`src/design/fwsc_queue.sv`:
```
// ----------------------------------------------------------------------------
// fwsc_queue: two-entry queue between front and back
// Lets the front keep accepting while the back end stalls, until both entries are full.
// ----------------------------------------------------------------------------
module fwsc_queue #(
   parameter int WIDTH = 84
) (
   input  logic             clock,
   input  logic             reset,
   input  logic             push_valid,
   output logic             push_ready,
   input  logic [WIDTH-1:0] push_data,
   output logic             pop_valid,
   input  logic             pop_ready,
   output logic [WIDTH-1:0] pop_data
);

   logic [WIDTH-1:0] entries_ff [2];
   logic             wr_ptr_ff;
   logic             wr_ptr_in;
   logic             rd_ptr_ff;
   logic             rd_ptr_in;
   logic [1:0]       count_ff;
   logic [1:0]       count_in;
   logic             push;
   logic             pop;

   assign push_ready = (count_ff != 2'd2);
   assign pop_valid  = (count_ff != 2'd0);
   assign pop_data   = entries_ff[rd_ptr_ff];
   assign push       = push_valid && push_ready;
   assign pop        = pop_valid && pop_ready;

   // advance pointers and count
   always_comb begin
      wr_ptr_in = push ? ~wr_ptr_ff : wr_ptr_ff;
      rd_ptr_in = pop ? ~rd_ptr_ff : rd_ptr_ff;
      count_in  = count_ff + 2'(push) - 2'(pop);
   end

   always_ff @(posedge clock) begin
      if (reset) begin
         wr_ptr_ff <= 1'b0;
         rd_ptr_ff <= 1'b0;
         count_ff  <= 2'd0;
      end else begin
         wr_ptr_ff <= wr_ptr_in;
         rd_ptr_ff <= rd_ptr_in;
         count_ff  <= count_in;
      end
   end

   // store the pushed beat
   always_ff @(posedge clock) begin
      if (push) begin
         entries_ff[wr_ptr_ff] <= push_data;
      end
   end

`ifndef SYNTHESIS
   a_count_bound: assert property (@(posedge clock) disable iff (reset)
      count_ff <= 2'd2)
      else $error("queue count above depth");
`endif

endmodule

```
`config.mk`:
```
export PLATFORM = sky130hd
export DESIGN_NAME = fwsc_queue
export DESIGN_NICKNAME = d
export VERILOG_FILES = /design/src/design/fwsc_queue.sv
export SDC_FILE = /design/constraint.sdc
export NUM_CORES = 1
export LEC_CHECK = 0
export BUFFER_PORTS_ARGS = -buffer_cell sky130_fd_sc_hd__buf_2
export CORE_AREA = 5 5 143 131
export CTS_CLUSTER_SIZE = 16
export DETAILED_ROUTE_END_ITERATION = 6
export DIE_AREA = 0 0 148 136
export PLACE_DENSITY_LB_ADDON = 0.05
export REMOVE_ABC_BUFFERS = 1
export SLEW_MARGIN = 0
export SYNTH_ARGS = -nofsm -noshare
export SYNTH_HDL_FRONTEND = slang
export SYNTH_SLANG_ARGS = --single-unit
```
`constraint.sdc`:
```
create_clock -name clock -period 10 [get_ports clock]
set_input_delay 1 -clock clock [delete_from_list [all_inputs] [get_ports clock]]
set_output_delay 1 -clock clock [all_outputs]
set_load 0.1 [all_outputs]
```
==> results of run 1 <==
routing by layer:
layer / wire length [µm] / track usage (%) / vias up
li1: - / - / 1500
met1: 5050 / 14.3 / 1501
met2: 5610 / 18.7 / 110
met3: 1150 / 6.80 / 19
met4: 172 / 3.90 / 6
met5: 28 / 0 / -
critical path, stage by stage (launching register included):
cell and delay, ps:
dfxtp_4 880, buf_4 690, mux2_4 280, buf_2 420
area by class of cell:
type                       count  area, µm²  area share [%]
sequential                   173       5150            62.7
multi-input combinational    102       1310            15.9
timing repair buffer         177        896            10.9
clock buffer                  18        429            5.23
tap                          216        270            3.29
clock inverter                13        150            1.83
inverter                       1       3.75          0.0457
registers in the layout, summed over array words and instances, names as in the netlist, named ones only:
name and count:
entries_ff 168, wr_ptr_ff 1, rd_ptr_ff 1, count_ff 2
layout by cell type (no fill, tap or decap):
master,n
nand2_1,1
xnor2_1,2
buf_2,173
edfxtp_1,168
ha_1,2
clkinv_1,4
or2_2,1
nand2b_1,1
clkinv_2,2
nor2_1,4
clkinv_4,4
nor2_4,1
xor2_1,1
mux2_2,25
nor2b_1,2
buf_4,4
dfxtp_1,4
bufinv_16,3
o21a_1,1
clkbuf_16,17
inv_1,1
mux2_4,60
and3_4,1
clkbuf_1,1
dfxtp_4,1
kinds of logic after synthesis:
group                      after synthesis  synth area share [%]
xor gates and xnor gates                 3                 0.402
and+or+nand+nor                         11                 0.824
buffers and inverters                   10                  1.42
AOI/OAI and AO/OA                        1                 0.115
muxes                                   85                  18.1
adders and majority gates                2                 0.383
DFF                                    173                  78.8
stage by stage:
step | cell area (µm²) | std cells | hold WS (ps) | util [%] | setup slack [ps]
detailed placement | 7630 | 669 | 509 | 44.3 | 6610
finish | 8210 | 700 | 523 | 47.7 | 6260
global route | 8210 | 700 | 548 | 47.7 | 6080
floorplan | 6440 | 276 | 481 | - | 4550
CTS | 8210 | 700 | 528 | 47.7 | 6150
global placement | 7630 | 669 | 499 | 44.3 | 6610
worst max path at each step:
| stage | start | slack [ps] | to |
|---|---|---|---|
| after floorplan | count_ff[0] | 4550 | entries_ff[0][0] |
| after global placement | flip-flop | 6610 | pop_data[17] |
| after detailed placement | flip-flop | 6610 | pop_data[17] |
| after CTS | flip-flop | 6150 | pop_data[17] |
| after global routing | flip-flop | 6080 | pop_data[35] |
| final | flip-flop | 6260 | pop_data[55] |
==> reports/qor.csv, run 1 <==
stage;metric;value;unit
clock_network;TritonCTS clock tree;built;
route;1st-pass router iterations;4;
critical_path;Critical Path Sink Type;output pin;
sta;FMAX;0.267;GHz
yosys;fraction of registers with async set/reset;0;%
hold_path;Min-Delay Path Class;reg2reg;
yosys;post-synth top area share;77.2;%
critical_path;critical path class;reg2out;
critical_path;crit-path max FO;47;
finish;final net count;562;
finish;fill count;1467;
grt;vias in the first global route;3390;
finish;layout cell share with drive strength beyond 1;60.3;%
yosys;sequential-to-total area share from yosys stat;78.8;%
yosys;EDFF count, synth;168;
floorplan;Initial Util;38.0;%
floorplan;Die Width;148;µm
critical_path;CP startpoint kind;flip-flop;
yosys;top_reg_cell synth;edfxtp_1;
sta;Worst-Margin Slew;836;ps
route;Post-DRT Antenna Nets;0;
sta;count of final hold-check violations;0;
grt;GRT Resource Usage Total;12.1;%
clock_network;Worst-Skew Late Latency;410;ps
yosys;cell area after synthesis;6530;µm²
place;GP Congestion;0.670;
route;Vias per Instance;4.48;
yosys;Mapped Avg Cell Area;22.9;µm²
yosys;Syn Inst Count;285;
clock_network;clock buffer count from CTS;17;
floorplan;core area;17200;µm²
route;routed len/inst;17.2;µm
clock_network;CTS sink cnt;173;
run;max cap viols;0;
hold_path;worst hold stages;2;
floorplan;Die H;136;µm
route;drt first-iter violations;124;
place;# port buffers;173;
route;Detailed Route WL;12000;µm
critical_path;worst r2r src;count_ff[0];
sta;fin crit share;37.4;%
clock_network;post-cts sizing count;0;
yosys;synth cell count leaders;edfxtp_1 (168), mux2_4 (60), mux2_2 (25);
grt;largest net degree at the start of global routing;48;
sta;count of final setup violators;0;
yosys;#FFs+latches synth;173;
grt;global route overflow;0;
critical_path;Critical R2R Capture;entries_ff[1][73];
finish;Layout area overhead;25.6;%
clock_network;CTS clk-pin slew, worst paths;60;ps
sta;max_slew headroom;44.3;%
route;via count;3136;
critical_path;CP required;9000;ps
sta;RSZ-0062 raised after global routing;no;
sta;Fin Setup TNS;0;ps
yosys;top post-synthesis cells by area;edfxtp_1 (77%), mux2_4 (14%), mux2_2 (4.3%);
sta;Setup Skew;6.59;ps
yosys;dominant cell type by area after synthesis;edfxtp_1;
sta;Pins Over Slew Limit;0;
route;DRC violations left;0;
sta;Final min period;3740;ps
clock_network;Post CTS Setup Buffer Count;0;
place;post-DP HPWL;7980;µm
floorplan;Site Rows;46;
status;status;completed;
clock_network;H-tree depth;4;
critical_path;CP arrival;2740;ps
floorplan;I/O Pins;174;
finish;ANT cells;0;
yosys;Synth Warn #;0;
critical_path;R2R cell count;3;
grt;initial antenna violation count;3;
hold_path;worst min-delay path startpoint;rd_ptr_ff;
yosys;count leader, synth;edfxtp_1;
hold_path;Min-Delay Endpoint;rd_ptr_ff;
clock_network;clock root buffer;clkbuf_16;
grt;global-route wire length before repair;18500;µm
floorplan;Die ar.;20100;µm²
clock_network;hold_buf cts;0;
critical_path;reg-to-reg slack, setup;7850;ps
yosys;distinct cell type count after synthesis;17;
clock_network;Clock Tree Buf Depth;2;
Power of run 1 is left out: the tool's default activity adds up to more than one toggle a clock period on the data nets, which glitch-free logic cannot reach.
==> inputs of run 2 (changes only) <==
==> constraint.sdc (replaced) <==
create_clock -name clock -period 3.6 [get_ports clock]
set_input_delay 0.36 -clock clock [delete_from_list [all_inputs] [get_ports clock]]
set_output_delay 0.36 -clock clock [all_outputs]
set_load 0.1 [all_outputs]
==> reports/qor.csv, run 2 (synthesized netlist as in run 1, its figures left out) <==
stage;metric;value;unit;change
status;status;completed;;unchanged
clock_network;hold_buf cts;0;;unchanged
floorplan;Site Rows;46;;unchanged
critical_path;CP arrival;2200;ps;was 2740 ps
clock_network;Clock Tree Buf Depth;2;;unchanged
finish;commonest non-fill, non-tap cells in the layout;buf_2 (173), edfxtp_1 (168), mux2_4 (60), mux2_2 (25), clkbuf_16 (17);;unchanged
finish;Biggest register;entries_ff;;unchanged
clock_network;clock buffer count from CTS;17;;unchanged
place;# port buffers;173;;unchanged
route;1st-pass router iterations;4;;unchanged
route;drt first-iter violations;115;;was 124
finish;Layout area overhead;25.9;%;was 25.6%
finish;final net count;563;;was 562
critical_path;worst r2r src;count_ff[0];;unchanged
route;Post-DRT Antenna Nets;0;;unchanged
sta;Final WS setup;1040;ps;was 6260 ps
grt;initial antenna violation count;3;;unchanged
sta;Worst-Margin Slew;638;ps;was 836 ps
clock_network;post-cts sizing count;0;;unchanged
grt;largest net degree at the start of global routing;45;;was 48
clock_network;TritonCTS clock tree;built;;unchanged
finish;Final Util;47.8;%;was 47.7%
floorplan;core area;17200;µm²;unchanged
critical_path;Critical R2R Capture;entries_ff[0][37];;was entries_ff[1][73]
finish;Largest regs;entries_ff x168, count_ff x2;;unchanged
finish;commonest non-fill, non-tap cell in the layout;buf_2;;unchanged
sta;FMAX;0.391;GHz;
finish;fin area;8220;µm²;was 8210 µm²
clock_network;CTS clk-pin slew, worst paths;70;ps;was 60 ps
sta;Final min period;2560;ps;
critical_path;crit-path max FO;31;;was 47
route;via count;3177;;was 3,136
place;post-DP HPWL;8200;µm;was 7980 µm
route;Detailed Route WL;12300;µm;was 12,000 µm
critical_path;R2R cell count;4;;was 3
sta;Setup Skew;6.00;ps;was 6.59 ps
finish;layout cell share with drive strength beyond 1;60.7;%;was 60.3%
place;GP Congestion;0.692;;was 0.670
grt;global-route wire length before repair;18100;µm;was 18,500 µm
finish;ANT cells;0;;unchanged
hold_path;Min-Delay Endpoint;entries_ff[0][73];;was rd_ptr_ff
critical_path;critical path class;reg2out;;unchanged
sta;fin crit share;71.1;%;
place;post-place setup slack;1450;ps;was 6610 ps
hold_path;worst min-delay path startpoint;push_data[73];;was rd_ptr_ff
sta;Fin Setup TNS;0;ps;unchanged
grt;global route overflow;0;;unchanged
route;DRC violations left;0;;unchanged
finish;max FFs per register;168;;unchanged
sta;Pins Over Slew Limit;0;;unchanged
clock_network;clock root buffer;clkbuf_16;;unchanged
hold_path;worst hold stages;1;;was 2
floorplan;Die Width;148;µm;unchanged
clock_network;CTS sink cnt;173;;unchanged
critical_path;CP required;3240;ps;was 9000 ps
sta;RSZ-0062 raised after global routing;no;;unchanged
clock_network;Worst-Skew Late Latency;410;ps;about the same
place;dpl cell area;7670;µm²;was 7630 µm²
floorplan;Initial Util;38.0;%;unchanged
critical_path;CP startpoint kind;flip-flop;;unchanged
floorplan;Die ar.;20100;µm²;unchanged
route;routed len/inst;17.6;µm;was 17.2 µm
floorplan;Die H;136;µm;unchanged
hold_path;Min-Delay Path Class;in2reg;;was reg2reg
floorplan;I/O Pins;174;;unchanged
clock_network;Post CTS Setup Buffer Count;0;;unchanged
route;Vias per Instance;4.55;;was 4.48
run;max cap viols;0;;unchanged
sta;max_slew headroom;57.4;%;was 44.3%
sta;count of final hold-check violations;0;;unchanged
critical_path;reg-to-reg slack, setup;1620;ps;was 7850 ps
critical_path;Critical Path Sink Type;output pin;;unchanged
grt;GRT Resource Usage Total;12.0;%;was 12.1%
grt;vias in the first global route;3389;;was 3,390
clock_network;H-tree depth;4;;unchanged
sta;count of final setup violators;0;;unchanged
[run 2: per-layer routing]
layer	routed length, µm	GRT usage (%)	vias to the layer above	part of all wire [%]
met4	114	4.00	6	0.93
met2	5860	19.1	107	48
li1	-	-	1499	-
met3	1200	6.83	15	9.7
met5	28	0	-	0.23
met1	5100	13.9	1550	41
[run 2: how the worst max path moves through the flow]
stage	to	startpoint
5_1_grt	pop_data[20]	flip-flop
4_1_cts	pop_data[20]	flip-flop
6_report	pop_data[20]	flip-flop
3_5_place_dp	pop_data[20]	flip-flop
2_1_floorplan	entries_ff[0][0]	count_ff[0]
3_3_place_gp	pop_data[20]	flip-flop
[run 2: final cells by class]
| type | instances | area [µm²] |
|---|---|---|
| clock buffers | 18 | 429 |
| clock inverters | 11 | 123 |
| fillers | 1489 | 8990 |
| inverters | 1 | 3.75 |
| multi-input cells | 102 | 1310 |
| flip-flops and latches | 173 | 5150 |
| well taps | 216 | 270 |
| repair buffers | 178 | 941 |
[run 2: critical path: stages, from the launching register on]
cell,delay (ps)
dfxtp_4,710
buf_4,400
mux2_2,370
buf_2,290
[run 2: through the flow]
| stage | cells | hold WS, ps |
|---|---|---|
| global placement | 670 | 500 |
| floorplan | 276 | 432 |
| global route | 699 | 97.6 |
| finish | 699 | 130 |
| detailed placement | 670 | 496 |
| CTS | 699 | 110 |
Power of run 2 is left out for the same reason.
