`config.mk`:
```
export PLATFORM = sky130hd
export DESIGN_NAME = fwsc_front_flat
export DESIGN_NICKNAME = d
export VERILOG_FILES = /design/src/design/fwsc_pkg.sv /design/src/design/fwsc_stream_if.sv /design/src/design/fwsc_front.sv /design/src/flat_wrapper.sv
export SDC_FILE = /design/constraint.sdc
export NUM_CORES = 1
export LEC_CHECK = 0
export BUFFER_PORTS_ARGS = -buffer_cell sky130_fd_sc_hd__buf_2
export CAP_MARGIN = 20
export CORE_MARGIN = 2
export CORE_UTILIZATION = 55
export DETAILED_ROUTE_END_ITERATION = 8
export PLACE_DENSITY_LB_ADDON = 0.3
export SLEW_MARGIN = 20
export SYNTH_ARGS = -nofsm -noshare
export SYNTH_HDL_FRONTEND = slang
export SYNTH_SLANG_ARGS = --single-unit
export TNS_END_PERCENT = 100
```
`constraint.sdc`:
```
create_clock -name vclk -period 6.2
set_input_delay 1.24 -clock vclk [all_inputs]
set_output_delay 1.24 -clock vclk [all_outputs]
set_load 0.1 [all_outputs]
```
`src/design/fwsc_pkg.sv`:
```
// ----------------------------------------------------------------------------
// fwsc_pkg: shared types and constants of the fuzzy wall-follow speed core
// Set codes, item classification codes, register indexes and rule tables.
// ----------------------------------------------------------------------------
package fwsc_pkg;

   // speed level layout of the speed_levels register
   localparam int SPEED_W    = 16;
   localparam int NUM_LEVELS = 3;
   localparam int LEVEL_W    = SPEED_W * NUM_LEVELS;

   // rule grid: three sets per sensor
   localparam int NUM_SETS  = 3;
   localparam int NUM_RULES = NUM_SETS * NUM_SETS;

   // configuration port
   localparam int CSR_INDEX_W = 3;

   typedef enum logic [CSR_INDEX_W-1:0] {
      CSR_FIRST_PLATEAU_END  = 3'd0,
      CSR_FIRST_CENTRE       = 3'd1,
      CSR_FIRST_FAR_START    = 3'd2,
      CSR_SECOND_PLATEAU_END = 3'd3,
      CSR_SECOND_CENTRE      = 3'd4,
      CSR_SECOND_FAR_START   = 3'd5,
      CSR_SPEED_LEVELS       = 3'd6
   } csr_index_type;

   // fuzzy sets, also used as speed level selects (slow, medium, fast)
   typedef enum logic [1:0] {
      SET_NEAR = 2'd0,
      SET_MED  = 2'd1,
      SET_FAR  = 2'd2
   } set_type;

   // how a range grades: one full set, or a ramp between a set and the next
   typedef enum logic [0:0] {
      KIND_FULL = 1'b0,
      KIND_RAMP = 1'b1
   } kind_type;

   // control bits of one sensor classification (kind plus set)
   localparam int CLS_CTRL_W = 3;

   // rule r pairs first sensor set r/3 with second sensor set r%3
   localparam set_type RULE_LEFT [NUM_RULES] = '{
      SET_MED, SET_NEAR, SET_NEAR, SET_FAR, SET_MED,
      SET_MED, SET_NEAR, SET_MED, SET_FAR
   };
   localparam set_type RULE_RIGHT [NUM_RULES] = '{
      SET_FAR, SET_MED, SET_FAR, SET_NEAR, SET_MED,
      SET_FAR, SET_FAR, SET_NEAR, SET_MED
   };

endpackage

```
`src/design/fwsc_stream_if.sv`:
```
// ----------------------------------------------------------------------------
// fwsc_stream_if: valid/ready channels of the fuzzy wall-follow speed core
// Range pair request channel and wheel speed response channel.
// ----------------------------------------------------------------------------
interface fwsc_req_if #(
   parameter int RANGE_BITS = 13
);
   logic                  valid;
   logic                  ready;
   logic [RANGE_BITS-1:0] first_range;
   logic [RANGE_BITS-1:0] second_range;

   modport source (output valid, first_range, second_range, input ready);
   modport sink   (input valid, first_range, second_range, output ready);
endinterface


```
`src/design/fwsc_front.sv`:
```
// ----------------------------------------------------------------------------
// fwsc_front: range classification
// Grades each range against its three points: full set or ramp, and the
// ramp numerators and span that the back end divides.
// ----------------------------------------------------------------------------
module fwsc_front #(
   parameter int RANGE_BITS = 13
) (
   fwsc_req_if.sink              req,
   input  logic [RANGE_BITS-1:0] first_pts  [3],
   input  logic [RANGE_BITS-1:0] second_pts [3],
   output logic                  push_valid,
   input  logic                  push_ready,
   output logic [2*(3*RANGE_BITS+fwsc_pkg::CLS_CTRL_W)-1:0] push_data
);
   import fwsc_pkg::*;

   typedef struct packed {
      kind_type              kind;
      set_type               set;
      logic [RANGE_BITS-1:0] dn;
      logic [RANGE_BITS-1:0] up;
      logic [RANGE_BITS-1:0] span;
   } cls_type;

   typedef struct packed {
      cls_type s1;
      cls_type s2;
   } entry_type;

   entry_type entry;

   // grade x against plateau end p, centre c and far start f
   function automatic cls_type classify(input logic [RANGE_BITS-1:0] x,
                                        input logic [RANGE_BITS-1:0] p,
                                        input logic [RANGE_BITS-1:0] c,
                                        input logic [RANGE_BITS-1:0] f);
      cls_type r;
      r = '{kind: KIND_FULL, set: SET_FAR, dn: '0, up: '0, span: '0};
      if (x <= p && !(x == p && p == c)) begin
         r.set = SET_NEAR;
      end else if (x > p && x < c) begin
         r.kind = KIND_RAMP;
         r.set  = SET_NEAR;
         r.dn   = c - x;
         r.up   = x - p;
         r.span = c - p;
      end else if (x == c && c != f) begin
         r.set = SET_MED;
      end else if (x > c && x < f) begin
         r.kind = KIND_RAMP;
         r.set  = SET_MED;
         r.dn   = f - x;
         r.up   = x - c;
         r.span = f - c;
      end
      return r;
   endfunction

   // classify both sensors and hand the beat to the queue
   always_comb begin
      entry.s1 = classify(req.first_range, first_pts[0], first_pts[1], first_pts[2]);
      entry.s2 = classify(req.second_range, second_pts[0], second_pts[1], second_pts[2]);
   end

   assign push_valid = req.valid;
   assign push_data  = entry;
   assign req.ready  = push_ready;

endmodule

```
`src/flat_wrapper.sv`:
```
// flat-port wrapper written by rule: the top's interface ports become plain ports
module fwsc_front_flat import fwsc_pkg::*;
#(
   parameter int RANGE_BITS = 13
)
  (first_pts, second_pts, push_valid, push_ready, push_data, req_valid, req_first_range, req_second_range, req_ready);
  fwsc_req_if #(.RANGE_BITS(RANGE_BITS)) req_i ();
  input  logic [RANGE_BITS-1:0] first_pts[3];
  input  logic [RANGE_BITS-1:0] second_pts[3];
  output logic push_valid;
  input  logic push_ready;
  output logic [2*(3*RANGE_BITS+fwsc_pkg::CLS_CTRL_W)-1:0] push_data;
  input wire logic [$bits(req_i.valid)-1:0] req_valid;
  input wire logic [$bits(req_i.first_range)-1:0] req_first_range;
  input wire logic [$bits(req_i.second_range)-1:0] req_second_range;
  output wire logic [$bits(req_i.ready)-1:0] req_ready;
  assign req_i.valid = req_valid;
  assign req_i.first_range = req_first_range;
  assign req_i.second_range = req_second_range;
  assign req_ready = req_i.ready;
  fwsc_front #(.RANGE_BITS(RANGE_BITS)) u_core (.req(req_i), .first_pts(first_pts), .second_pts(second_pts), .push_valid(push_valid), .push_ready(push_ready), .push_data(push_data));
endmodule
```
==> results of run 1 <==
[cell families (layout without fill, tap and decap cells)]
family                   Yosys count  after routing  synth area share, %
AO/OA/AOI/OAI                    380            380                 31.9
XOR/XNOR                         123            123                 13.8
adder cells (fa/ha/maj)          162            162                 27.1
buffers and inverters            163            319                 8.99
AND/OR/NAND/NOR                  275            275                 18.1
[per-stage QoR]
stage	total power, uW	hold WS [ns]	setup WS, ns	TNS, ns
after floorplan	1270	2.69	-0.233	-0.700
after global placement	1710	2.48	0.601	0
after detailed placement	1720	2.48	0.466	0
after CTS	1720	2.48	0.467	0
after global routing	1840	2.48	0.207	0
final	1740	2.48	0.408	0
[cells in the final DEF, fill, tap and decap left out, types with 5 or more instances in the layout]
| cell | synthesis | final |
|---|---|---|
| o31a_1 | 5 | 5 |
| o21a_1 | 23 | 23 |
| nor4_1 | 6 | 5 |
| o21ai_1 | 6 | 6 |
| o41ai_1 | 5 | 5 |
| o21bai_1 | 10 | 10 |
| xor2_1 | 60 | 60 |
| nand3_1 | 15 | 15 |
| a21o_1 | 39 | 39 |
| buf_12 | 0 | 43 |
| o211ai_1 | 5 | 5 |
| nor2_1 | 64 | 64 |
| nand2_1 | 50 | 50 |
| o31ai_1 | 7 | 7 |
| o2bb2ai_1 | 6 | 6 |
| o32ai_2 | 0 | 8 |
| o21ai_0 | 57 | 57 |
| buf_4 | 6 | 10 |
| a31o_2 | 7 | 7 |
| a211oi_1 | 8 | 8 |
| fa_1 | 12 | 12 |
| o22ai_1 | 58 | 58 |
| nor2b_1 | 11 | 11 |
| a31oi_1 | 10 | 10 |
| and3_1 | 7 | 7 |
| nor3_1 | 37 | 36 |
| ha_1 | 150 | 150 |
| a21oi_1 | 91 | 91 |
| inv_1 | 121 | 121 |
| buf_2 | 17 | 145 |
| or3_1 | 11 | 11 |
| nand2b_1 | 27 | 27 |
| a41oi_1 | 5 | 5 |
| nand4_1 | 23 | 23 |
| xnor2_1 | 63 | 63 |
[where the power goes]
part | internal, uW | total (uW) | switching [uW]
sequential | 0 | 0 | 0
combinational | 568 | 1740 | 1180
clock | 0 | 0 | 0
[layer usage]
metal | global-route usage, % | part of all wire [%] | wire length (um)
met5 | 0 | 0 | 0
met1 | 40.7 | 40 | 10800
met2 | 61.3 | 48 | 13000
met4 | 15.8 | 4.8 | 1300
met3 | 2.86 | 6.6 | 1770
[how the worst max path moves through the flow]
| stage | startpoint | end | slack, ns | cells past startpoint |
|---|---|---|---|---|
| 2_1_floorplan | req_first_range[6] | push_data[45] | -0.23 | 11 |
| 3_3_place_gp | req_first_range[1] | push_data[45] | 0.60 | 12 |
| 3_5_place_dp | req_first_range[1] | push_data[45] | 0.47 | 12 |
| 4_1_cts | req_first_range[1] | push_data[45] | 0.47 | 12 |
| 5_1_grt | req_first_range[1] | push_data[71] | 0.21 | 12 |
| 6_report | req_first_range[1] | push_data[45] | 0.41 | 12 |
[area by class of cell]
cell class | count | area share (%)
well taps | 180 | 2.37
multi-input cells | 940 | 75.4
inverters | 121 | 4.77
repair buffers | 198 | 17.5
==> reports/summary.txt, run 1 <==
Status - completed
# clk buffers - 0
RSZ-0062 raised after global routing - false
Number of max-cap violations - 0
F_max - 0.173 GHz
Slowest stage delay, CP - 0.54 ns
Yosys warnings - 0
Final net count - 1,529
Area of placed instances - 9520 um^2
Die X - 123 um
Worst-margin pin slew - 0.731 ns
Worst EP required - 4.96 ns
Fin cells - 1,439
Synth Net Count - 1,371
Pwr dens - 183 nW/um^2
Critical path's most frequent cell - o21ai_1
CP Cell Sequence - buf_2 -> inv_1 -> ha_1 -> nor2b_1 -> o31ai_1 -> a21oi_1 -> o21ai_1 -> o21ai_1 -> nand2b_1 -> buf_4 -> o32ai_1 -> buf_12
Post-DP HPWL - 23.0 mm
Cell taking the most area after synthesis - ha_1
Die area - 15,200 um^2
Design Area, Final - 9520 um^2
PostCTS Resize Cnt - 0
Area grow syn2layout - 22.0%
# IOs - 192
Most common cell in the netlist - ha_1
WP data arrival - 4.55 ns
DRC Markers - 0
Fin. Hold Viols - 0
HP Start - req_valid
Core region area - 13,900 um^2
Leakage dissipation - 0.00468 uW
Fillers - 1,227
Largest cells by area after synthesis - ha_1 24%, xnor2_1 7.1%, xor2_1 6.7%, a21oi_1 5.8%, inv_1 5.8%
First-pass GRT wire length - 41.6 mm
Final Cycle Share - 93.4%
Relative slew slack - 50.6%
Initial drt markers - 653
Routed WL - 26.8 mm
Wire length per cell - 18.6 um
Final core occ - 68.6%
Placed Cells - 1,439
Die height - 123 um
Via count - 8,989
Antenna-violating nets left - 0
GP Congestion - 0.972
Crit-path max FO - 28
Num rows - 43
Layout cell share with drive strength beyond 1 - 18.2%
Syn Std Cell Area - 7800 um^2
DRT Pass-1 Iters - 6
Hold WC Path Type - input pin to output pin
Grt ovf - 0
Register area - 0 um^2
Pins over their slew limit - 0
Largest net degree at the start of global routing - 37
Post-synth top area share - 24.0%
I/O Buffers - 188
Final Setup Violations - 0
Min cycle time layout - 5.79 ns
FFs & Latches - 0
Post-synthesis sequential area ratio - 0%
Vias in the first global route - 8,796
Number of library cell types mapped by synthesis - 64
CP top delay family - compound AO/OA/AOI/OAI gates
Syn_area_per_cell - 7.08 um^2
Number of buffers added for setup after CTS - 0
Vias per inst - 6.25
Hold-fix buffers at CTS - 0
Initial antenna violation count - 0
Critical Path Start Type - input pin
Crit Path Class - input pin to output pin
Area of the multi-input gates - 7180 um^2
GRT Overall Usage - 34.0%
Worst Setup End Kind - output pin
Min-Delay Endpoint - push_valid
Hold Path Cell Cnt - 0
Max IR drop VDD - 0.145 mV
Initial Utilization - 56.2%
Antenna Cells - 0
WP buf/inv - 4
CP max stage cell - o32ai_1
Synth cell count leaders - 150 x ha_1, 121 x inv_1, 91 x a21oi_1
Synth Instances - 1,103
Note: power is estimated with default switching activity, not from simulation.
==> run 2, diff against run 1 <==
--- a/config.mk
+++ b/config.mk
@@ -5,9 +5,9 @@
 export SDC_FILE = /design/constraint.sdc
 export NUM_CORES = 1
 export LEC_CHECK = 0
+export ABC_AREA = 1
 export BUFFER_PORTS_ARGS = -buffer_cell sky130_fd_sc_hd__buf_2
 export CAP_MARGIN = 20
-export CORE_MARGIN = 2
 export CORE_UTILIZATION = 55
 export DETAILED_ROUTE_END_ITERATION = 8
 export PLACE_DENSITY_LB_ADDON = 0.3
==> run 2 against run 1 <==
First-iteration DRC count up 150%. Routed wire length up 45%. Largest cell class unchanged. Worst setup slack better by 0.27 ns.
==> reports/summary.txt, run 2 <==
Critical Path Start Type - input pin (unchanged)
Tot Pwr - 1520 uW (was 1740 uW)
Vias per inst - 5.78 (was 6.25)
CP max stage cell - clkinv_1 (was o32ai_1)
Vias in the first global route - 10,999 (was 8,796)
CP Cell Sequence - buf_2 -> ha_1 -> nand2_1 -> nor2_1 -> nand2_1 -> inv_1 -> nand3_1 -> o21ai_2 -> buf_4 -> clkinv_1 -> a21oi_1 -> buf_2 (was buf_2 -> inv_1 -> ha_1 -> nor2b_1 -> o31ai_1 -> a21oi_1 -> o21ai_1 -> o21ai_1 -> nand2b_1 -> buf_4 -> o32ai_1 -> buf_12)
Post-synthesis sequential area ratio - 0% (unchanged)
Relative slew slack - 49.5% (was 50.6%)
Worst-margin pin slew - 0.752 ns (was 0.731 ns)
Die X - 134 um (was 123 um)
I/O Buffers - 188 (unchanged)
Grt ovf - 0 (unchanged)
Synth Instances - 1,743 (was 1,103)
Crit-path max FO - 18 (was 28)
Antenna Cells - 0 (unchanged)
Final TNS setup - 0 ns (unchanged)
FFs & Latches - 0 (unchanged)
Core region area - 17,200 um^2 (was 13,900 um^2)
Final Cycle Share - 89.1% (was 93.4%)
Die height - 134 um (was 123 um)
Initial antenna violation count - 1 (was 0)
Via count - 12,297 (was 8,989)
Fillers - 1,820 (was 1,227)
F_max - 0.181 GHz (was 0.173 GHz)
DRT Pass-1 Iters - 5 (was 6)
Largest net degree at the start of global routing - 49 (was 37)
Yosys warnings - 0 (unchanged)
Synth cell count leaders - 518 x nand2_1, 256 x inv_1, 187 x nor2_1 (was 150 x ha_1, 121 x inv_1, 91 x a21oi_1)
Initial drt markers - 1,621 (was 653)
Post-synth top area share - 20.2% (was 24.0%)
Crit Path Class - input pin to output pin (unchanged)
Commonest non-fill, non-tap cell in the layout - nand2_1 (was ha_1)
Number of library cell types mapped by synthesis - 40 (was 64)
Post-DP HPWL - 34.0 mm (was 23.0 mm)
WP data arrival - 4.28 ns (was 4.55 ns)
Cell taking the most area after synthesis - nand2_1 (was ha_1)
RSZ-0062 raised after global routing - false (unchanged)
CP startpoint - first_pts[18] (was req_first_range[1])
Leakage dissipation - 0.00624 uW (was 0.00468 uW)
GP Congestion - 1.08 (was 0.972)
Wire length per cell - 18.2 um (was 18.6 um)
Largest cells by area after synthesis - nand2_1 20%, ha_1 19%, inv_1 10%, nand3_1 7.4%, nor2_1 7.3% (was ha_1 24%, xnor2_1 7.1%, xor2_1 6.7%, a21oi_1 5.8%, inv_1 5.8%)
Worst Setup End Kind - output pin (unchanged)
Most frequent cells in the layout - 518 x nand2_1, 256 x inv_1, 188 x buf_2 (was 150 x ha_1, 145 x buf_2, 121 x inv_1)
DRC Markers - 0 (unchanged)
# IOs - 192 (unchanged)
Syn Std Cell Area - 9630 um^2 (was 7800 um^2)
PostCTS Resize Cnt - 0 (unchanged)
Status - completed (unchanged)
Min cycle time layout - 5.52 ns (was 5.79 ns)
First-pass GRT wire length - 59.2 mm (was 41.6 mm)
Register area - 0 um^2 (unchanged)
# clk buffers - 0 (unchanged)
Max IR drop VDD - 0.0944 mV (was 0.145 mV)
Fin. Hold Viols - 0 (unchanged)
Hold WC Path Type - input pin to output pin (unchanged)
Worst EP required - 4.96 ns (about the same)
Initial Utilization - 56.1% (was 56.2%)
Syn_area_per_cell - 5.53 um^2 (was 7.08 um^2)
Area grow syn2layout - 10.1% (was 22.0%)
Antenna-violating nets left - 0 (unchanged)
Slowest stage delay, CP - 0.64 ns (was 0.54 ns)
Number of max-cap violations - 0 (unchanged)
Hold-fix buffers at CTS - 0 (unchanged)
Final Setup Violations - 0 (unchanged)
Final net count - 2,174 (was 1,529)
Number of buffers added for setup after CTS - 0 (unchanged)
Most common cell in the netlist - nand2_1 (was ha_1)
Pins over their slew limit - 0 (unchanged)
Synth Net Count - 2,011 (was 1,371)
Routed WL - 38.8 mm (was 26.8 mm)
Die area - 18,000 um^2 (was 15,200 um^2)
Num rows - 48 (was 43)
HP Start - req_valid (unchanged)
Pwr dens - 143 nW/um^2 (was 183 nW/um^2)
Layout cell share with drive strength beyond 1 - 13.4% (was 18.2%)
GRT Overall Usage - 42.2% (was 34.0%)
-- run 2: changes by cell type after synthesis, sizes merged, moves of 13 or more --
cell	delta
nand4	+20
o21a	-22
nand3	+132
xnor2	-30
nor2	+144
nand2b	-27
nor3	-30
a21oi	+45
inv	+136
nand2	+486
clkbuf	-13
a21o	-32
o22ai	-58
-- run 2: worst paths after layout --
kind,to,slack [ns],depth (start not counted)
max,push_data[54],0.68,12
min,push_valid,2.48,0
-- run 2: logic make-up after synthesis --
| kind of cell | after synthesis | share of synthesized area (%) |
|---|---|---|
| simple gates | 962 | 43.5 |
| compound gates | 245 | 13.8 |
| xor+xnor | 83 | 7.55 |
| buf+inv | 291 | 13.1 |
| fa+ha+maj | 162 | 22.0 |
-- run 2: layout make-up --
cell class,count,area [um^2],share of cell area (%)
Inverter,258,968,9.13
Multi-Input combinational cell,1452,8370,78.9
Tap cell,225,282,2.65
Timing Repair Buffer,194,986,9.30
-- run 2: stage by stage --
step | cells | instance area [um^2] | setup WS, ns | utilization (%) | hold slack, ns
finish | 2129 | 10600 | 0.677 | 61.7 | 2.48
global route | 2129 | 10600 | 0.564 | 61.7 | 2.48
CTS | 2129 | 10600 | 0.820 | 61.7 | 2.48
detailed placement | 2129 | 10600 | 0.832 | 61.7 | 2.48
global placement | 2129 | 10600 | 0.849 | 61.7 | 2.48
floorplan | 1743 | 9630 | 0.409 | - | 2.69
-- run 2: worst max-delay path: cells and delay by family --
family | cells | cell delay [ns]
buffers and inverters | 5 | 1.59
adders and majority gates | 1 | 0.44
and+or+nand+nor | 4 | 0.48
AOI/OAI and AO/OA | 2 | 0.53
-- run 2: report_power, final --
part | switching (uW) | internal, uW
registers | 0 | 0
logic | 1100 | 413
clock network | 0 | 0
total | 1100 | 413
-- run 2: layer usage --
layer / GRT usage [%] / share of wire, %
met5: 0 / 0.023
met4: 8.18 / 2.3
met3: 7.07 / 14
met2: 60.6 / 39
met1: 64.6 / 45
==> run 3, diff against run 2 <==
==> constraint.sdc (replaced) <==
create_clock -name vclk -period 6.1
set_input_delay 1.22 -clock vclk [all_inputs]
set_output_delay 1.22 -clock vclk [all_outputs]
set_load 0.1 [all_outputs]
==> run 3 against run 2 <==
Design area is 0.14% lower. Core utilization is 0.087 points lower. Critical path depth stayed put. Global-route usage is 1.1 points lower. Worst setup slack worse by 0.27 ns. Routed wire length is 1.5% lower. Via count hardly changed. Sequential share of layout area stayed put.
==> reports/summary.txt, run 3 (synthesis results as in run 2) <==
Status - completed (unchanged)
Num rows - 48 (unchanged)
Pins over their slew limit - 0 (unchanged)
Worst EP required - 4.88 ns (was 4.96 ns)
# clk buffers - 0 (unchanged)
Register area - 0 um^2 (unchanged)
Final net count - 2,172 (was 2,174)
CP startpoint - first_pts[30] (was first_pts[18])
Critical Path Start Type - input pin (unchanged)
Setup WS pre-CTS - 0.596 ns (was 0.832 ns)
Min cycle time layout - 5.70 ns
PostCTS Resize Cnt - 0 (unchanged)
Crit-path max FO - 18 (unchanged)
Die X - 134 um (unchanged)
Post-DP HPWL - 33.4 mm (was 34.0 mm)
HP Start - req_valid (unchanged)
Worst-margin pin slew - 0.686 ns (was 0.752 ns)
Final Cycle Share - 93.4%
Most frequent cells in the layout - 518 x nand2_1, 256 x inv_1, 188 x buf_2 (unchanged)
Max IR drop VDD - 0.0994 mV (was 0.0944 mV)
Vias per inst - 5.78 (about the same)
I/O Buffers - 188 (unchanged)
Final core occ - 61.7% (about the same)
Hold WC Path Type - input pin to output pin (unchanged)
DRT Pass-1 Iters - 6 (was 5)
# IOs - 192 (unchanged)
Fin. Hold Viols - 0 (unchanged)
Layout cell share with drive strength beyond 1 - 13.4% (about the same)
Largest net degree at the start of global routing - 49 (unchanged)
Routed WL - 38.3 mm (was 38.8 mm)
Worst Setup End Kind - output pin (unchanged)
Via count - 12,287 (was 12,297)
Initial drt markers - 1,486 (was 1,621)
FFs & Latches - 0 (unchanged)
Fin worst setup slack - 0.404 ns (was 0.677 ns)
Tot Pwr - 1530 uW (was 1520 uW)
WP data arrival - 4.48 ns (was 4.28 ns)
Commonest non-fill, non-tap cell in the layout - nand2_1 (unchanged)
Die area - 18,000 um^2 (unchanged)
Hold-fix buffers at CTS - 0 (unchanged)
Number of buffers added for setup after CTS - 0 (unchanged)
Leakage dissipation - 0.00623 uW (was 0.00624 uW)
Antenna-violating nets left - 0 (unchanged)
Crit Path Class - input pin to output pin (unchanged)
Vias in the first global route - 10,657 (was 10,999)
Number of max-cap violations - 0 (unchanged)
Final Setup Violations - 0 (unchanged)
F_max - 0.176 GHz
Initial Utilization - 56.1% (unchanged)
Area of placed instances - 10,600 um^2 (about the same)
Die height - 134 um (unchanged)
Core region area - 17,200 um^2 (unchanged)
First-pass GRT wire length - 57.6 mm (was 59.2 mm)
Area grow syn2layout - 9.96% (was 10.1%)
RSZ-0062 raised after global routing - false (unchanged)
Wire length per cell - 18.0 um (was 18.2 um)
GRT Overall Usage - 41.0% (was 42.2%)
DRC Markers - 0 (unchanged)
Fillers - 1,846 (was 1,820)
Design Area, Final - 10,600 um^2 (about the same)
Initial antenna violation count - 0 (was 1)
GP Congestion - 1.11 (was 1.08)
Antenna Cells - 0 (unchanged)
Final TNS setup - 0 ns (unchanged)
Hold Path Cell Cnt - 0 (unchanged)
Relative slew slack - 53.8% (was 49.5%)
Pwr dens - 144 nW/um^2 (was 143 nW/um^2)
Grt ovf - 0 (unchanged)
## run 3: cell types whose count changed in the layout (fill, tap and decap cells not counted), sizes merged
cell,previous run,this run
buf,194,192
## run 3: where the power goes
group          internal [uW]  total [uW]  switching (uW)
Sequential                 0           0               0
Combinational            417        1530            1110
Clock                      0           0               0
## run 3: critical path, cell delays in order
cell and delay (ns):
buf_2 0.08, inv_1 0.05, ha_1 0.42, nand2_1 0.16
nor2_1 0.12, nand2_1 0.06, inv_1 0.08, nand3_1 0.15
o21ai_2 0.53, clkinv_1 0.71, a21oi_1 0.39, buf_2 0.48
## run 3: metrics by stage
stage	hold slack [ns]	cells
6_report	2.44	2127
5_1_grt	2.44	2127
4_1_cts	2.44	2127
2_1_floorplan	2.65	1743
3_3_place_gp	2.44	2127
3_5_place_dp	2.44	2127
## run 3: final cells by class
class	count	area, um^2	area share, %
inverter	258	968	9.14
timing repair buffer	192	971	9.17
multi-input combinational	1452	8370	79.0
tap	225	282	2.66
## run 3: path summary, 6_finish.rpt
kind,end
setup / recovery,push_data[54]
hold / removal,push_valid
## run 3: layer usage
metal,GRT usage (%),up-vias,wire length (um)
li1,-,5936,-
met1,59.6,5502,16900
met2,60.4,776,15200
met3,10.6,73,5210
met4,7.49,0,879
met5,0,-,0
